`config.mk`:
```
export PLATFORM = sky130hd
export DESIGN_NAME = dcl_div
export DESIGN_NICKNAME = d
export VERILOG_FILES = /design/src/sv/dcl_pkg.sv /design/src/sv/dcl_div.sv
export SDC_FILE = /design/constraint.sdc
export NUM_CORES = 2
export LEC_CHECK = 0
export ABC_AREA = 1
export ABC_CLOCK_PERIOD_IN_PS = 5500
export BUFFER_PORTS_ARGS = -buffer_cell sky130_fd_sc_hd__buf_4
export CORE_MARGIN = 5
export CORE_UTILIZATION = 40
export DETAILED_ROUTE_END_ITERATION = 10
export GPL_TIMING_DRIVEN = 0
export PLACE_DENSITY = 0.52
export SYNTH_ARGS = -nofsm -noshare
export SYNTH_HDL_FRONTEND = slang
export SYNTH_SLANG_ARGS = --single-unit
```
`constraint.sdc`:
```
create_clock -name aclk -period 5.5 [get_ports aclk]
set_input_delay 0.825 -clock aclk [delete_from_list [all_inputs] [get_ports aclk]]
set_output_delay 0.825 -clock aclk [all_outputs]
set_load 0.01 [all_outputs]
```
`src/sv/dcl_pkg.sv`:
```
// Package for the discharge current limiter: widths, register codes,
// the divider sideband struct and the divider step function.
// No dependencies.
`default_nettype none

package dcl_pkg;

    localparam int PACKS      = 4;
    localparam int CUR_W      = 11;
    localparam int MV_W       = 13;
    localparam int MASK_W     = 4;
    localparam int PACK_IDX_W = 4;
    localparam int CFG_IDX_W  = 3;
    localparam int CFG_DATA_W = 13;
    localparam int SCALE_W    = 7;
    localparam int DIV_W      = MV_W + SCALE_W;
    localparam int SUM_W      = CUR_W + $clog2(PACKS);

    localparam logic [SCALE_W-1:0] PCT_SCALE = 7'd100;

    // configuration register codes
    localparam logic [CFG_IDX_W-1:0] REG_MAX_CUR   = 3'd0;
    localparam logic [CFG_IDX_W-1:0] REG_START_MV  = 3'd1;
    localparam logic [CFG_IDX_W-1:0] REG_END_MV    = 3'd2;
    localparam logic [CFG_IDX_W-1:0] REG_FLOOR_CUR = 3'd3;
    localparam logic [CFG_IDX_W-1:0] REG_PACK0     = 3'd4;

    typedef struct packed {
        logic             alarm;
        logic             bypass;
        logic             to_floor;
        logic [CUR_W-1:0] lim;
        logic [CUR_W-1:0] span;
        logic [DIV_W-1:0] num2;
    } dcl_side_t;

    typedef struct packed {
        logic [DIV_W-1:0] rem;
        logic [DIV_W-1:0] nq;
    } dcl_div_st_t;

    // one restoring division step: shift in the next numerator bit,
    // subtract the divisor when it fits, shift the quotient bit in
    function automatic dcl_div_st_t div_step(input logic [DIV_W-1:0] rem,
                                             input logic [DIV_W-1:0] nq,
                                             input logic [DIV_W-1:0] den);
        logic [DIV_W:0] t;
        logic           q;
        dcl_div_st_t    r;
        t = {rem, nq[DIV_W-1]};
        q = (t >= {1'b0, den});
        if (q) begin
            t = t - {1'b0, den};
        end
        r.rem = t[DIV_W-1:0];
        r.nq  = {nq[DIV_W-2:0], q};
        return r;
    endfunction

endpackage

`default_nettype wire

```
`src/sv/dcl_div.sv`:
```
// Pipelined restoring divider, one quotient bit per stage, with a sideband
// struct that travels alongside. Depends on dcl_pkg.
`default_nettype none

module dcl_div (
    input  logic                          aclk,
    input  logic                          aresetn,
    input  logic                          adv,
    input  logic                          in_valid,
    input  logic [dcl_pkg::DIV_W-1:0]     in_num,
    input  logic [dcl_pkg::DIV_W-1:0]     in_den,
    input  dcl_pkg::dcl_side_t            in_side,
    output logic                          out_valid,
    output logic [dcl_pkg::DIV_W-1:0]     out_quo,
    output dcl_pkg::dcl_side_t            out_side
);
    import dcl_pkg::*;

    logic [DIV_W-1:0] vld_reg;
    logic [DIV_W-1:0] vld_next;
    dcl_div_st_t      st_reg   [DIV_W];
    dcl_div_st_t      st_next  [DIV_W];
    logic [DIV_W-1:0] den_reg  [DIV_W];
    dcl_side_t        side_reg [DIV_W];

    always_comb begin
        vld_next[0] = in_valid;
        st_next[0]  = div_step('0, in_num, in_den);
        for (int i = 1; i < DIV_W; i++) begin
            vld_next[i] = vld_reg[i-1];
            st_next[i]  = div_step(st_reg[i-1].rem, st_reg[i-1].nq, den_reg[i-1]);
        end
    end

    always_ff @(posedge aclk) begin
        if (!aresetn) begin
            vld_reg <= '0;
        end else if (adv) begin
            vld_reg <= vld_next;
        end
    end

    always_ff @(posedge aclk) begin
        if (adv) begin
            st_reg[0]   <= st_next[0];
            den_reg[0]  <= in_den;
            side_reg[0] <= in_side;
            for (int i = 1; i < DIV_W; i++) begin
                st_reg[i]   <= st_next[i];
                den_reg[i]  <= den_reg[i-1];
                side_reg[i] <= side_reg[i-1];
            end
        end
    end

    assign out_valid = vld_reg[DIV_W-1];
    assign out_quo   = st_reg[DIV_W-1].nq;
    assign out_side  = side_reg[DIV_W-1];

endmodule

`default_nettype wire

```
==> key figures <==
GRT
  • First-pass GRT wire length: about 320000 um
  • Total grt overflow: 0
  • All-layer global routing usage: 0.172
  • Vias in the first global route: 55600
  • Largest net degree at the start of global routing: 197
  • Initial antenna violation count: 10

Worst setup path
  • Bufs and invs on worst path: 6
  • Req. time, crit path: 5910 ps
  • Worst EP arrival: 4840 ps
  • R2r worst-path depth: 14
  • Slowest stage delay, CP: 610 ps
  • Crit-path leading delay family: buffers and inverters
  • Crit-path max FO: 196
  • Critical path capture point type: flip-flop
  • Slowest cell on crit path: buf_16
  • Crit. path cell count: 6
  • Setup Crit Path Kind: in2reg
  • Setup crit start kind: input port
  • Crit path cell chain: buf_16 > buf_16 > buf_16 > buf_16 > buf_16 > buf_16
  • Worst path most repeated cell: buf_16

Min path
  • Hold path depth: 1
  • HP Class: in2reg

Run status
  • Status: finished clean

Floorplanning
  • Total I/O pin count: 155
  • Die area: 242000 um^2
  • Die height: between 400 and 500 um
  • Num rows: 177
  • Die W: 492 um
  • Core area: 232000 um^2
  • Initial Utilization: 0.401

Yosys
  • Yosys warns: 0
  • Register area share after synthesis: 0.669
  • Synth top area cells: edfxtp_1 (66%), nand2_1 (11%), ha_1 (5.1%), inv_1 (4.9%), nand3_1 (2.5%)
  • Share of the synthesized area in the top cell type: 0.665
  • Synth Area per Inst: 11.1 um^2
  • Post-Syn Area: 93100 um^2
  • Synth top cells by count: nand2_1 (2647), edfxtp_1 (2060), inv_1 (1209), nor2_1 (557), nand3_1 (462)
  • Yosys reg bits: 2080
  • Synth async-reset ratio: 0
  • Number of enable flip-flop cells after synthesis: around 2100
  • Ys flop type: edfxtp_1
  • Post-synthesis cell count: 8351
  • Distinct cell type count after synthesis: 37
  • Synthesized Nets: between 8000 and 9000
  • Top-count cell post-synth: nand2_1
  • Largest area contributor in the netlist: edfxtp_1

Clock network
  • CTS Root Cell: clkbuf_16
  • CTS tree: built
  • Post-CTS sizing: 0
  • CTS Sinks: 2080
  • Post-CTS Hold Buffers: 0
  • Longest Clk Path Bufs: 3
  • Worst-Skew Late Latency: about 840 ps
  • H-tree level count: 4
  • CTS Buf Count: 220
  • CTS clk-pin slew, worst paths: 60 ps
  • Setup Fix Bufs, Post-CTS: 0

STA
  • Setup TNS: 0 ps
  • Clock skew: approximately 74 ps
  • Relative slew slack: 0.144
  • Max-slew violation count: 0
  • Worst Tran Pin Value: 1270 ps
  • # setup viols final: 0
  • RSZ-0062 raised after global routing: no
  • Final Worst Setup Slack: 1070 ps
  • Hold Vio Cnt, Final: 0
  • WHS: 143 ps
  • Post-layout minimum cycle time: 4430 ps
  • Period utilization: 0.805
  • Fmax: 226 MHz

Detailed routing
  • Post-route ant nets: 0
  • WL per Instance: 17.7 um
  • Vias after detailed routing: 56000
  • Vias per Instance: 4.68
  • TritonRoute pass-1 iters: 7
  • Initial DRC Count: between 3000 and 4000
  • Remaining DRCs: 0
  • WL final: between 200000 and 250000 um

Final layout
  • Max FFs per register: 900
  • Area Growth Syn to Fin: 13.5%
  • Nets: 9227
  • Layout fillers: 21700
  • Fraction of layout cells with a size suffix above 1: 0.0839
  • Final Util: 0.455
  • FF/Latch Area: a little over 60000 um^2
  • Area of the multi-input gates: 25000 um^2

Placed design
  • I/O Buffers: 153
  • Dpl ws: around 160 ps
  • GP Congestion: between 0.8 and 0.9
  • DP HPWL: 159000 um

Power
  • Power density cells: 512 nW/um^2
  • Max IR drop VDD: 0.000289 V
  • Leak Pwr: 45.3 nW
  • Total Power: about 0.054 W

Flow run
  • Max-cap viol count: 0
[power breakdown]
part           internal [W]  switching (W)
Combinational       0.00582         0.0117
Sequential           0.0206        0.00139
Clock               0.00847        0.00611
[worst paths after layout]
| kind | slack [ps] | end | from |
|---|---|---|---|
| min | 140 | st_reg[0][14]$_DFFE_PP_ | in_num[13] |
| max | 1070 | den_reg[2][50]$_DFFE_PP_ | adv |
| min reg2reg | 380 | side_reg[3][174]$_DFFE_PP_ | side_reg[3][129]$_DFFE_PP_ |
| max reg2reg | 2750 | st_reg[0][145]$_DFFE_PP_ | den_reg[0][41]$_DFFE_PP_ |
[cells in the final DEF (no fill, tap or decap), types with 17 or more instances in the layout]
master     count
a21oi_1      241
buf_4        231
buf_6         40
bufinv_16     21
clkbuf_1      56
clkbuf_16    221
clkinv_1      40
clkinv_2      37
dfxtp_1       20
edfxtp_1    2060
fa_1          18
ha_1         382
inv_1       1209
inv_2         19
inv_4         18
nand2_1     2647
nand2_2       29
nand2_4       18
nand3_1      462
nand3b_1      93
nand4_1       24
nor2_1       557
nor2_2        17
nor3_1        53
o21ai_0       97
xnor2_1       21
xor2_1       150
[worst reg2reg max path, delay by kind of cell, from the launching register on]
kind / cells / cell delay (ps)
buffers and inverters: 3 / 340
flip-flops: 1 / 520
adder cells (fa/ha/maj): 1 / 330
AND/OR/NAND/NOR: 10 / 1280
[layout make-up]
type / count / share of cell area
inverter: 1246 / 0.0447
buffer: 127 / 0.0102
clock buffer: 272 / 0.0544
timing repair buffer: 165 / 0.0142
tap: 3043 / 0.0360
sequential: 2080 / 0.589
multi-input combinational: 4898 / 0.237
clock inverter: 136 / 0.0146
antenna: 1 / 0.0000237
[routing by layer]
metal,global-route usage,up-vias,part of all wire
li1,-,28400,-
met1,0.245,26400,0.48
met2,0.277,897,0.46
met3,0.0252,309,0.035
met4,0.0508,0,0.028
met5,0,-,0
[logic make-up (layout without fill, tap and decap cells)]
group,after synthesis,in the layout,share of synthesized area
XOR/XNOR,171,171,0.0161
other,0,1,0
adder cells (fa/ha/maj),400,400,0.0552
AO/OA/AOI/OAI,387,387,0.0221
flip-flops,2080,2080,0.669
buffers and inverters,1373,1946,0.0623
AND/OR/NAND/NOR,3940,3940,0.175
[per-stage QoR]
stage | std cells | instance area, um^2
2_1_floorplan | 8351 | 93100
5_1_grt | 12000 | 106000
3_5_place_dp | 11600 | 98400
3_3_place_gp | 11500 | 98000
6_report | 12000 | 106000
4_1_cts | 12000 | 106000
Power figures use the tool's default switching activity.
